$ cat src/design/tcpfq_pkg.sv
// ----------------------------------------------------------------------------
// tcpfq_pkg
// Shared types, codes and defaults for the two-class priority frame queue.
// ----------------------------------------------------------------------------
package tcpfq_pkg;

    localparam int DEF_MGMT_DEPTH   = 16;
    localparam int DEF_DATA_DEPTH   = 64;
    localparam int DEF_HANDLE_WIDTH = 16;

    localparam int FIELD_HANDLE_W = 16;
    localparam int CAP_W          = 7;
    localparam int LEN_W          = 7;
    localparam int STATUS_W       = 3;
    localparam int CMD_W          = 2;
    localparam int APB_AW         = 3;
    localparam int APB_DW         = 32;

    // register index of data_capacity
    localparam logic REG_DATA_CAPACITY = 1'b0;

    localparam logic [CMD_W-1:0] CMD_ENQUEUE = 2'd0;
    localparam logic [CMD_W-1:0] CMD_DEQUEUE = 2'd1;
    localparam logic [CMD_W-1:0] CMD_START   = 2'd2;
    localparam logic [CMD_W-1:0] CMD_STOP    = 2'd3;

    localparam logic [STATUS_W-1:0] ST_QUEUED    = 3'd0;
    localparam logic [STATUS_W-1:0] ST_DATA_FULL = 3'd1;
    localparam logic [STATUS_W-1:0] ST_MGMT_FULL = 3'd2;
    localparam logic [STATUS_W-1:0] ST_DEQUEUED  = 3'd3;
    localparam logic [STATUS_W-1:0] ST_EMPTY     = 3'd4;
    localparam logic [STATUS_W-1:0] ST_DONE      = 3'd5;
    localparam logic [STATUS_W-1:0] ST_NOT_OPER  = 3'd6;

    typedef enum logic [1:0] {
        S_IDLE,
        S_EXEC,
        S_FIN
    } t_state;

    typedef struct packed {
        logic capture;   // latch the input beat
        logic exec;      // run the command, access the stores
        logic load_out;  // move the result into the output register
    } t_dp_cmd;

endpackage

$ cat src/design/tcpfq_regs.sv
// ----------------------------------------------------------------------------
// tcpfq_regs
// APB-style configuration register file holding data_capacity.
// ----------------------------------------------------------------------------
module tcpfq_regs
    import tcpfq_pkg::*;
(
    input  logic              i_clk,
    input  logic              i_rst_n,
    input  logic              psel,
    input  logic              penable,
    input  logic              pwrite,
    input  logic [APB_AW-1:0] paddr,
    input  logic [APB_DW-1:0] pwdata,
    output logic [APB_DW-1:0] prdata,
    output logic              pready,
    output logic [CAP_W-1:0]  o_data_capacity
);

    logic [CAP_W-1:0] r_data_capacity;
    logic             wr_en;

    assign pready = 1'b1;
    assign wr_en  = psel && penable && pwrite && (paddr[2] == REG_DATA_CAPACITY);

    always_ff @(posedge i_clk) begin
        if (!i_rst_n) begin
            r_data_capacity <= '0;
        end else if (wr_en) begin
            r_data_capacity <= pwdata[CAP_W-1:0];
        end
    end

    always_comb begin
        prdata = '0;
        if (paddr[2] == REG_DATA_CAPACITY) begin
            prdata = APB_DW'(r_data_capacity);
        end
    end

    assign o_data_capacity = r_data_capacity;

endmodule

$ cat src/design/tcpfq_ctrl.sv
// ----------------------------------------------------------------------------
// tcpfq_ctrl
// Sequencer: accept a beat, execute it, then load the output register.
// ----------------------------------------------------------------------------
module tcpfq_ctrl
    import tcpfq_pkg::*;
(
    input  logic    i_clk,
    input  logic    i_rst_n,
    input  logic    i_in_valid,
    output logic    o_in_ready,
    output logic    o_out_valid,
    input  logic    i_out_ready,
    output t_dp_cmd o_cmd
);

    t_state r_state, n_state;
    logic   r_out_valid, n_out_valid;
    logic   out_free;

    assign out_free = !r_out_valid || i_out_ready;

    always_comb begin
        n_state = r_state;
        case (r_state)
            S_IDLE:  if (i_in_valid) n_state = S_EXEC;
            S_EXEC:  n_state = S_FIN;
            S_FIN:   if (out_free) n_state = S_IDLE;
            default: n_state = S_IDLE;
        endcase
    end

    always_comb begin
        o_in_ready   = 1'b0;
        o_cmd        = '0;
        case (r_state)
            S_IDLE: begin
                o_in_ready    = 1'b1;
                o_cmd.capture = i_in_valid;
            end
            S_EXEC: begin
                o_cmd.exec = 1'b1;
            end
            S_FIN: begin
                o_cmd.load_out = out_free;
            end
            default: begin
                o_in_ready = 1'b0;
            end
        endcase
    end

    always_comb begin
        n_out_valid = r_out_valid;
        if (o_cmd.load_out) begin
            n_out_valid = 1'b1;
        end else if (i_out_ready) begin
            n_out_valid = 1'b0;
        end
    end

    always_ff @(posedge i_clk) begin
        if (!i_rst_n) begin
            r_state     <= S_IDLE;
            r_out_valid <= 1'b0;
        end else begin
            r_state     <= n_state;
            r_out_valid <= n_out_valid;
        end
    end

    assign o_out_valid = r_out_valid;

endmodule

$ cat src/design/tcpfq_datapath.sv
// ----------------------------------------------------------------------------
// tcpfq_datapath
// Two handle FIFOs in memories, pointers, drop checks and result register.
// ----------------------------------------------------------------------------
module tcpfq_datapath
    import tcpfq_pkg::*;
#(
    parameter int MGMT_DEPTH   = DEF_MGMT_DEPTH,
    parameter int DATA_DEPTH   = DEF_DATA_DEPTH,
    parameter int HANDLE_WIDTH = DEF_HANDLE_WIDTH
) (
    input  logic                      i_clk,
    input  logic                      i_rst_n,
    input  t_dp_cmd                   i_cmd,
    input  logic [CAP_W-1:0]          i_data_capacity,
    input  logic [CMD_W-1:0]          i_command,
    input  logic                      i_is_management,
    input  logic [FIELD_HANDLE_W-1:0] i_frame_handle,
    output logic [STATUS_W-1:0]       o_status,
    output logic [FIELD_HANDLE_W-1:0] o_out_handle,
    output logic                      o_out_is_management,
    output logic [LEN_W-1:0]          o_data_length,
    output logic                      o_queues_empty
);

    // only the low bits that both the field and the handle width carry are kept
    localparam int SW  = (HANDLE_WIDTH < FIELD_HANDLE_W) ? HANDLE_WIDTH : FIELD_HANDLE_W;
    localparam int MAW = $clog2(MGMT_DEPTH);
    localparam int MCW = $clog2(MGMT_DEPTH + 1);
    localparam int DAW = $clog2(DATA_DEPTH);
    localparam int DCW = $clog2(DATA_DEPTH + 1);
    localparam int LW  = (DCW > CAP_W) ? DCW : CAP_W;

    logic [SW-1:0] mgmt_mem [MGMT_DEPTH];
    logic [SW-1:0] data_mem [DATA_DEPTH];

    logic [CMD_W-1:0] r_cmd;
    logic             r_is_mgmt;
    logic [SW-1:0]    r_handle;

    logic [MAW-1:0] r_mgmt_head, n_mgmt_head, r_mgmt_tail, n_mgmt_tail;
    logic [MCW-1:0] r_mgmt_count, n_mgmt_count;
    logic [DAW-1:0] r_data_head, n_data_head, r_data_tail, n_data_tail;
    logic [DCW-1:0] r_data_count, n_data_count;
    logic           r_oper, n_oper;

    logic [STATUS_W-1:0] r_status, n_status;
    logic                r_take_mgmt, n_take_mgmt;
    logic                r_take_data, n_take_data;
    logic [SW-1:0]       r_mgmt_rd, r_data_rd;

    logic [STATUS_W-1:0]       r_out_status;
    logic [FIELD_HANDLE_W-1:0] r_out_handle;
    logic                      r_out_mgmt;
    logic [LEN_W-1:0]          r_out_len;
    logic                      r_out_empty;

    logic          mgmt_we, data_we;
    logic [LW-1:0] cap_ext, depth_ext, limit, count_ext;
    logic          data_full, mgmt_full;

    function automatic logic [MAW-1:0] mgmt_inc(input logic [MAW-1:0] p);
        mgmt_inc = (p == MAW'(MGMT_DEPTH - 1)) ? '0 : p + 1'b1;
    endfunction

    function automatic logic [DAW-1:0] data_inc(input logic [DAW-1:0] p);
        data_inc = (p == DAW'(DATA_DEPTH - 1)) ? '0 : p + 1'b1;
    endfunction

    // a capacity of zero or beyond the depth falls back to the depth
    assign cap_ext   = LW'(i_data_capacity);
    assign depth_ext = LW'(DATA_DEPTH);
    assign limit     = (i_data_capacity == '0 || cap_ext > depth_ext) ? depth_ext : cap_ext;
    assign count_ext = LW'(r_data_count);
    assign data_full = count_ext >= limit;
    assign mgmt_full = r_mgmt_count >= MCW'(MGMT_DEPTH);

    always_comb begin
        n_mgmt_head  = r_mgmt_head;
        n_mgmt_tail  = r_mgmt_tail;
        n_mgmt_count = r_mgmt_count;
        n_data_head  = r_data_head;
        n_data_tail  = r_data_tail;
        n_data_count = r_data_count;
        n_oper       = r_oper;
        n_status     = ST_DONE;
        n_take_mgmt  = 1'b0;
        n_take_data  = 1'b0;
        mgmt_we      = 1'b0;
        data_we      = 1'b0;
        if (i_cmd.exec) begin
            case (r_cmd)
                CMD_START: begin
                    n_oper = 1'b1;
                end
                CMD_STOP: begin
                    n_mgmt_head  = '0;
                    n_mgmt_tail  = '0;
                    n_mgmt_count = '0;
                    n_data_head  = '0;
                    n_data_tail  = '0;
                    n_data_count = '0;
                    n_oper       = 1'b0;
                end
                CMD_ENQUEUE: begin
                    if (!r_oper) begin
                        n_status = ST_NOT_OPER;
                    end else if (r_is_mgmt) begin
                        if (mgmt_full) begin
                            n_status = ST_MGMT_FULL;
                        end else begin
                            mgmt_we      = 1'b1;
                            n_mgmt_tail  = mgmt_inc(r_mgmt_tail);
                            n_mgmt_count = r_mgmt_count + 1'b1;
                            n_status     = ST_QUEUED;
                        end
                    end else begin
                        if (data_full) begin
                            n_status = ST_DATA_FULL;
                        end else begin
                            data_we      = 1'b1;
                            n_data_tail  = data_inc(r_data_tail);
                            n_data_count = r_data_count + 1'b1;
                            n_status     = ST_QUEUED;
                        end
                    end
                end
                CMD_DEQUEUE: begin
                    if (!r_oper) begin
                        n_status = ST_NOT_OPER;
                    end else if (r_mgmt_count != '0) begin
                        n_mgmt_head  = mgmt_inc(r_mgmt_head);
                        n_mgmt_count = r_mgmt_count - 1'b1;
                        n_take_mgmt  = 1'b1;
                        n_status     = ST_DEQUEUED;
                    end else if (r_data_count != '0) begin
                        n_data_head  = data_inc(r_data_head);
                        n_data_count = r_data_count - 1'b1;
                        n_take_data  = 1'b1;
                        n_status     = ST_DEQUEUED;
                    end else begin
                        n_status = ST_EMPTY;
                    end
                end
                default: begin
                    n_status = ST_DONE;
                end
            endcase
        end
    end

    always_ff @(posedge i_clk) begin
        if (i_cmd.capture) begin
            r_cmd     <= i_command;
            r_is_mgmt <= i_is_management;
            r_handle  <= i_frame_handle[SW-1:0];
        end
    end

    always_ff @(posedge i_clk) begin
        if (!i_rst_n) begin
            r_mgmt_head  <= '0;
            r_mgmt_tail  <= '0;
            r_mgmt_count <= '0;
            r_data_head  <= '0;
            r_data_tail  <= '0;
            r_data_count <= '0;
            r_oper       <= 1'b1;
        end else begin
            r_mgmt_head  <= n_mgmt_head;
            r_mgmt_tail  <= n_mgmt_tail;
            r_mgmt_count <= n_mgmt_count;
            r_data_head  <= n_data_head;
            r_data_tail  <= n_data_tail;
            r_data_count <= n_data_count;
            r_oper       <= n_oper;
        end
    end

    // head entries are read in the execute cycle; the data is used when the output register loads
    always_ff @(posedge i_clk) begin
        if (mgmt_we) begin
            mgmt_mem[r_mgmt_tail] <= r_handle;
        end
        if (i_cmd.exec) begin
            r_mgmt_rd <= mgmt_mem[r_mgmt_head];
        end
    end

    always_ff @(posedge i_clk) begin
        if (data_we) begin
            data_mem[r_data_tail] <= r_handle;
        end
        if (i_cmd.exec) begin
            r_data_rd <= data_mem[r_data_head];
        end
    end

    always_ff @(posedge i_clk) begin
        if (i_cmd.exec) begin
            r_status    <= n_status;
            r_take_mgmt <= n_take_mgmt;
            r_take_data <= n_take_data;
        end
    end

    always_ff @(posedge i_clk) begin
        if (i_cmd.load_out) begin
            r_out_status <= r_status;
            if (r_take_mgmt) begin
                r_out_handle <= FIELD_HANDLE_W'(r_mgmt_rd);
            end else if (r_take_data) begin
                r_out_handle <= FIELD_HANDLE_W'(r_data_rd);
            end else begin
                r_out_handle <= '0;
            end
            r_out_mgmt  <= r_take_mgmt;
            // length saturates at the top of the field
            r_out_len   <= (count_ext > LW'(2**LEN_W - 1)) ? '1 : count_ext[LEN_W-1:0];
            r_out_empty <= (r_mgmt_count == '0) && (r_data_count == '0);
        end
    end

    assign o_status            = r_out_status;
    assign o_out_handle        = r_out_handle;
    assign o_out_is_management = r_out_mgmt;
    assign o_data_length       = r_out_len;
    assign o_queues_empty      = r_out_empty;

endmodule

$ cat src/design/two_class_priority_frame_queue.sv
// Flow: an accepted input beat passes the execute state (with registered store read)
//   and then the finish state, where the output register loads once it is free.
// Occupancy: the sequencer handles one item at a time, and the next beat is taken
//   while the previous result still waits.
// Reset (i_rst_n, synchronous, active low): both queues empty, operational,
//   data_capacity 0. No clearing pass; store contents are left as they are.
// ----------------------------------------------------------------------------
// two_class_priority_frame_queue
// Strict-priority management/data frame handle queue with tail drop.
// ----------------------------------------------------------------------------
module two_class_priority_frame_queue
    import tcpfq_pkg::*;
#(
    parameter int MGMT_DEPTH   = DEF_MGMT_DEPTH,
    parameter int DATA_DEPTH   = DEF_DATA_DEPTH,
    parameter int HANDLE_WIDTH = DEF_HANDLE_WIDTH
) (
    input  logic                      i_clk,
    input  logic                      i_rst_n,
    input  logic                      psel,
    input  logic                      penable,
    input  logic                      pwrite,
    input  logic [APB_AW-1:0]         paddr,
    input  logic [APB_DW-1:0]         pwdata,
    output logic [APB_DW-1:0]         prdata,
    output logic                      pready,
    input  logic                      i_in_valid,
    output logic                      o_in_ready,
    input  logic [CMD_W-1:0]          i_command,
    input  logic                      i_is_management,
    input  logic [FIELD_HANDLE_W-1:0] i_frame_handle,
    output logic                      o_out_valid,
    input  logic                      i_out_ready,
    output logic [STATUS_W-1:0]       o_status,
    output logic [FIELD_HANDLE_W-1:0] o_out_handle,
    output logic                      o_out_is_management,
    output logic [LEN_W-1:0]          o_data_length,
    output logic                      o_queues_empty
);

    logic [CAP_W-1:0] data_capacity;
    t_dp_cmd          dp_cmd;

    tcpfq_regs u_regs (
        .i_clk           (i_clk),
        .i_rst_n         (i_rst_n),
        .psel            (psel),
        .penable         (penable),
        .pwrite          (pwrite),
        .paddr           (paddr),
        .pwdata          (pwdata),
        .prdata          (prdata),
        .pready          (pready),
        .o_data_capacity (data_capacity)
    );

    tcpfq_ctrl u_ctrl (
        .i_clk       (i_clk),
        .i_rst_n     (i_rst_n),
        .i_in_valid  (i_in_valid),
        .o_in_ready  (o_in_ready),
        .o_out_valid (o_out_valid),
        .i_out_ready (i_out_ready),
        .o_cmd       (dp_cmd)
    );

    tcpfq_datapath #(
        .MGMT_DEPTH   (MGMT_DEPTH),
        .DATA_DEPTH   (DATA_DEPTH),
        .HANDLE_WIDTH (HANDLE_WIDTH)
    ) u_dp (
        .i_clk               (i_clk),
        .i_rst_n             (i_rst_n),
        .i_cmd               (dp_cmd),
        .i_data_capacity     (data_capacity),
        .i_command           (i_command),
        .i_is_management     (i_is_management),
        .i_frame_handle      (i_frame_handle),
        .o_status            (o_status),
        .o_out_handle        (o_out_handle),
        .o_out_is_management (o_out_is_management),
        .o_data_length       (o_data_length),
        .o_queues_empty      (o_queues_empty)
    );

endmodule

$ cat config.mk
export PLATFORM = sky130hd
export DESIGN_NAME = two_class_priority_frame_queue
export DESIGN_NICKNAME = d
export VERILOG_FILES = /design/src/design/tcpfq_pkg.sv /design/src/design/tcpfq_regs.sv /design/src/design/tcpfq_ctrl.sv /design/src/design/tcpfq_datapath.sv /design/src/design/two_class_priority_frame_queue.sv
export SDC_FILE = /design/constraint.sdc
export NUM_CORES = 1
export LEC_CHECK = 0
export BUFFER_PORTS_ARGS = -buffer_cell sky130_fd_sc_hd__buf_2
export CORE_AREA = 3 3 305 368
export CTS_CLUSTER_SIZE = 20
export DETAILED_ROUTE_END_ITERATION = 8
export DIE_AREA = 0 0 308 371
export PLACE_DENSITY = 0.66
export REMOVE_ABC_BUFFERS = 1
export SYNTH_ARGS = -nofsm -noshare
export SYNTH_HDL_FRONTEND = slang
export SYNTH_HIERARCHICAL = 1
export SYNTH_SLANG_ARGS = --single-unit
$ cat constraint.sdc
create_clock -name i_clk -period 4.4 [get_ports i_clk]
set_input_delay 0.22 -clock i_clk [delete_from_list [all_inputs] [get_ports i_clk]]
set_output_delay 0.22 -clock i_clk [all_outputs]
set_load 0.05 [all_outputs]
==> flow_summary_export.csv <==
group,metric,value,unit
synthesis,ys_seq_area_share,77.0,%
route,viasPerCell,6.06,
critical_path,r2r_slack,0.66,ns
clocking,postCtsSetupRepairBufs,0,
critical_path,cp_max_fo,14,
min_path,min_delay_path_depth,3,
route,routed_wirelength,119000,um
run_status,status,"completed",
route,drt_iter0_markers,2989,
floorplan,io_pins,124,
floorplan,rows,133,
placed_design,placed_cell_area,56900,sq um
cells_and_area,n_fill_cell,7858,
critical_path,critical_path_class,"register to register",
sta,fin_crit,3.74,ns
min_path,hold_class,"input port to register",
global_routing,grt_pass1_wl,179000,um
sta,tightestPinTransition,1.25,ns
sta,skew,0.0280,ns
clocking,cts_made_buffers,133,
synthesis,yosysMostFrequentCell,"edfxtp_1",
sta,timing.final.crit_share,85.1,%
cells_and_area,stdcell_area,61700,sq um
cells_and_area,ff_latch_area,41800,sq um
cells_and_area,final_nets,2889,
critical_path,r2r_end,"u_dp/data_mem[15][0]$_DFFE_PP_",
clocking,cts_tree,"done",
global_routing,antenna_found_initial,0,
placed_design,gp_congestion,0.877,
synthesis,ys_ff_latch,1407,
power,ir_drop,0.383,mV
sta,hold_violations,0,
sta,timing_max_transition_violations_final,0,
cells_and_area,multi_input_area,11700,sq um
synthesis,netlist_area,54300,sq um
floorplan,die_w,308,um
synthesis,synth_ff_type,"edfxtp_1",
synthesis,synth_area_leader_cell,"edfxtp_1",
synthesis,synth_cell_types,67,
placed_design,portBuffers,70,
power,pwr-share-comb,2.1,%
critical_path,startpoint_type,"register",
min_path,min_to,"u_regs/o_data_capacity[1]$_SDFFE_PN0P_",
clocking,cts_resized,0,
floorplan,die_area,114000,sq um
route,vias,26174,
sta,rsz0062_at_grt,"no",
route,drt_first_pass_iters,8,
sta,tns,0,ns
global_routing,grt-ovfl-total,0,
synthesis,avgSynthCellArea,21.3,sq um
synthesis,yosys.area.top_type_share,75.4,%
floorplan,start_util,49.7,%
synthesis,ys_top_cells_by_area,"edfxtp_1 75%, mux4_2 14%, dfxtp_1 1.6%",
route,ant_nets,0,
synthesis,synth_edf_count,1364,
synthesis,yosysWarnings,6,
synthesis,ys_async_sr_fraction,0,%
power,leakage,19.3,nW
clocking,ctsHtreeMaxLevel,4,
flow_run,cap_viol_max_count,0,
synthesis,synth_common_cells,"1364 x edfxtp_1, 336 x mux4_2, 111 x a22oi_1",
critical_path,cp-end-kind,"register",
critical_path,reg2reg_from,"u_regs/o_data_capacity[0]$_SDFFE_PN0P_",
synthesis,synthCells,2553,
power,power.density,434,nW/um^2
floorplan,dieHeight,371,um
sta,timing.fmax,267,MHz
cells_and_area,insertedDiodeCount,0,
critical_path,crit_required,4.83,ns
power,p_sw_share,19.3,%
global_routing,grt_max_degree,81,
clocking,holdBufCountCts,42,
route,drc,0,
power,power.switching,5.17,mW
route,wl_per_cell,27.4,um
cells_and_area,drive_gt1_share,27.6,%
critical_path,arrival,4.17,ns
placed_design,hpwlAfterDp,70900,um
power,p_clk_share,42.7,%
clocking,cts_sinks,1407,
sta,relSlewSlack,16.4,%
sta,setup_viol,0,
power,p_int,21.6,mW
clocking,clk_path_buf_depth,3,
clocking,clk_latency,0.74,ns
global_routing,grt_pass1_vias,26917,
floorplan,core-area,109000,sq um
power,p_seq_share,55.2,%
clocking,clk_pin_slew_worst_paths,0.06,ns
clocking,cts-root-buf,"clkbuf_16",
cells_and_area,syn_to_final_growth,13.6,%
min_path,holdCritStartpoint,"penable",
critical_path,r2r_cells,10,
global_routing,grt_usage,21.2,%
cells by family after synthesis:
logic type	after synthesis	share of synthesized area, %
xor gates and xnor gates	8	0.129
muxes	348	14.2
and+or+nand+nor	334	3.14
AOI/OAI and AO/OA	244	3.20
buffers and inverters	186	1.77
adders and majority gates	24	0.581
other	2	0.0138
DFF	1407	77.0
sequential cells by signal, summed over array words and instances, names as in the netlist, 2 cells and up:
signal	cells
u_dp/r_mgmt_tail	4
u_ctrl/r_state	2
u_dp/r_status	3
u_dp/r_data_rd	16
u_dp/r_cmd	2
u_dp/r_mgmt_rd	16
u_dp/r_data_head	6
u_regs/o_data_capacity	7
u_dp/data_mem	1024
u_dp/r_handle	16
u_dp/r_mgmt_count	5
u_dp/r_data_tail	6
u_dp/o_data_length	7
u_dp/o_out_handle	16
u_dp/r_mgmt_head	4
u_dp/o_status	3
u_dp/count_ext	7
u_dp/mgmt_mem	256
worst max-delay path: stages, from the launching register on:
cell	delay (ns)
dfxtp_1	0.33
nor4_1	0.27
a21oi_1	0.12
ha_1	0.30
a21oi_1	0.14
o21ai_0	0.15
a211oi_2	0.48
nand2_1	0.25
or4b_1	0.77
nor2_1	0.31
buf_4	0.31
per-layer routing:
| metal | share of wire, % | vias to the layer above | GRT usage, % |
|---|---|---|---|
| met2 | 50 | 1050 | 34.6 |
| met5 | 0 | - | 0 |
| met3 | 6.7 | 170 | 3.45 |
| li1 | - | 11103 | - |
| met1 | 40 | 13851 | 29.3 |
| met4 | 3.2 | 0 | 7.58 |
area by class of cell:
type                            instances  area share (%)
Inverter                                9          0.0548
Clock buffer                          167            5.92
Sequential cell                      1407            67.8
Clock inverter                         66            1.17
Timing Repair Buffer                  269            3.26
Tap cell                             1417            2.87
Multi-Input combinational cell        984            18.9
cell usage in the layout (no fill, tap or decap), types with 15 or more instances in the layout:
cell type	n
buf_4	152
dlygate4sd3_1	42
edfxtp_1	1364
nor2_1	109
buf_2	70
o21ai_0	20
a22o_1	23
ha_1	22
dfxtp_1	39
clkbuf_16	139
bufinv_16	15
clkinv_1	18
a22oi_1	111
nand2_1	68
a21oi_1	34
mux4_2	336
clkbuf_1	21
nand3_1	50
clkinv_2	21
conb_1	26
worst max path at each step:
stage | end | from | slack (ns) | depth (start not counted)
2_1_floorplan | u_dp/r_data_head[0]$_SDFFE_PN0P_ | u_dp/r_data_head[0]$_SDFFE_PN0P_ | -7.44 | 4
3_3_place_gp | u_dp/data_mem[15][14]$_DFFE_PP_ | u_regs/o_data_capacity[0]$_SDFFE_PN0P_ | 0.66 | 10
3_5_place_dp | u_dp/data_mem[44][1]$_DFFE_PP_ | u_regs/o_data_capacity[0]$_SDFFE_PN0P_ | 0.70 | 10
4_1_cts | u_dp/data_mem[15][15]$_DFFE_PP_ | u_regs/o_data_capacity[0]$_SDFFE_PN0P_ | 0.69 | 10
5_1_grt | u_dp/data_mem[44][13]$_DFFE_PP_ | u_regs/o_data_capacity[0]$_SDFFE_PN0P_ | 0.41 | 10
6_report | u_dp/data_mem[15][0]$_DFFE_PP_ | u_regs/o_data_capacity[0]$_SDFFE_PN0P_ | 0.66 | 10
power groups by stage:
stage / combinational, mW / sequential [mW] / clock [mW]
2_1_floorplan: 0.180 / 15.2 / 0
6_report: 0.556 / 14.8 / 11.4
4_1_cts: 0.559 / 14.8 / 11.7
3_3_place_gp: 0.500 / 15.1 / 0
3_5_place_dp: 0.532 / 15.1 / 0
5_1_grt: 0.601 / 14.8 / 12.2
per-stage QoR:
| step | total power [mW] | setup WS (ns) | utilization [%] | std cells | hold WS (ns) |
|---|---|---|---|---|---|
| after global placement | 15.6 | 0.664 | 52.1 | 4044 | 0.400 |
| after CTS | 27.1 | 0.689 | 56.5 | 4319 | 0.0464 |
| after detailed placement | 15.6 | 0.700 | 52.1 | 4044 | 0.398 |
| after global routing | 27.6 | 0.410 | 56.5 | 4319 | 0.106 |
| final | 26.8 | 0.657 | 56.5 | 4319 | 0.145 |
| after floorplan | 15.4 | -7.44 | - | 2400 | 0.296 |
Note: power is estimated with default switching activity, not from simulation.
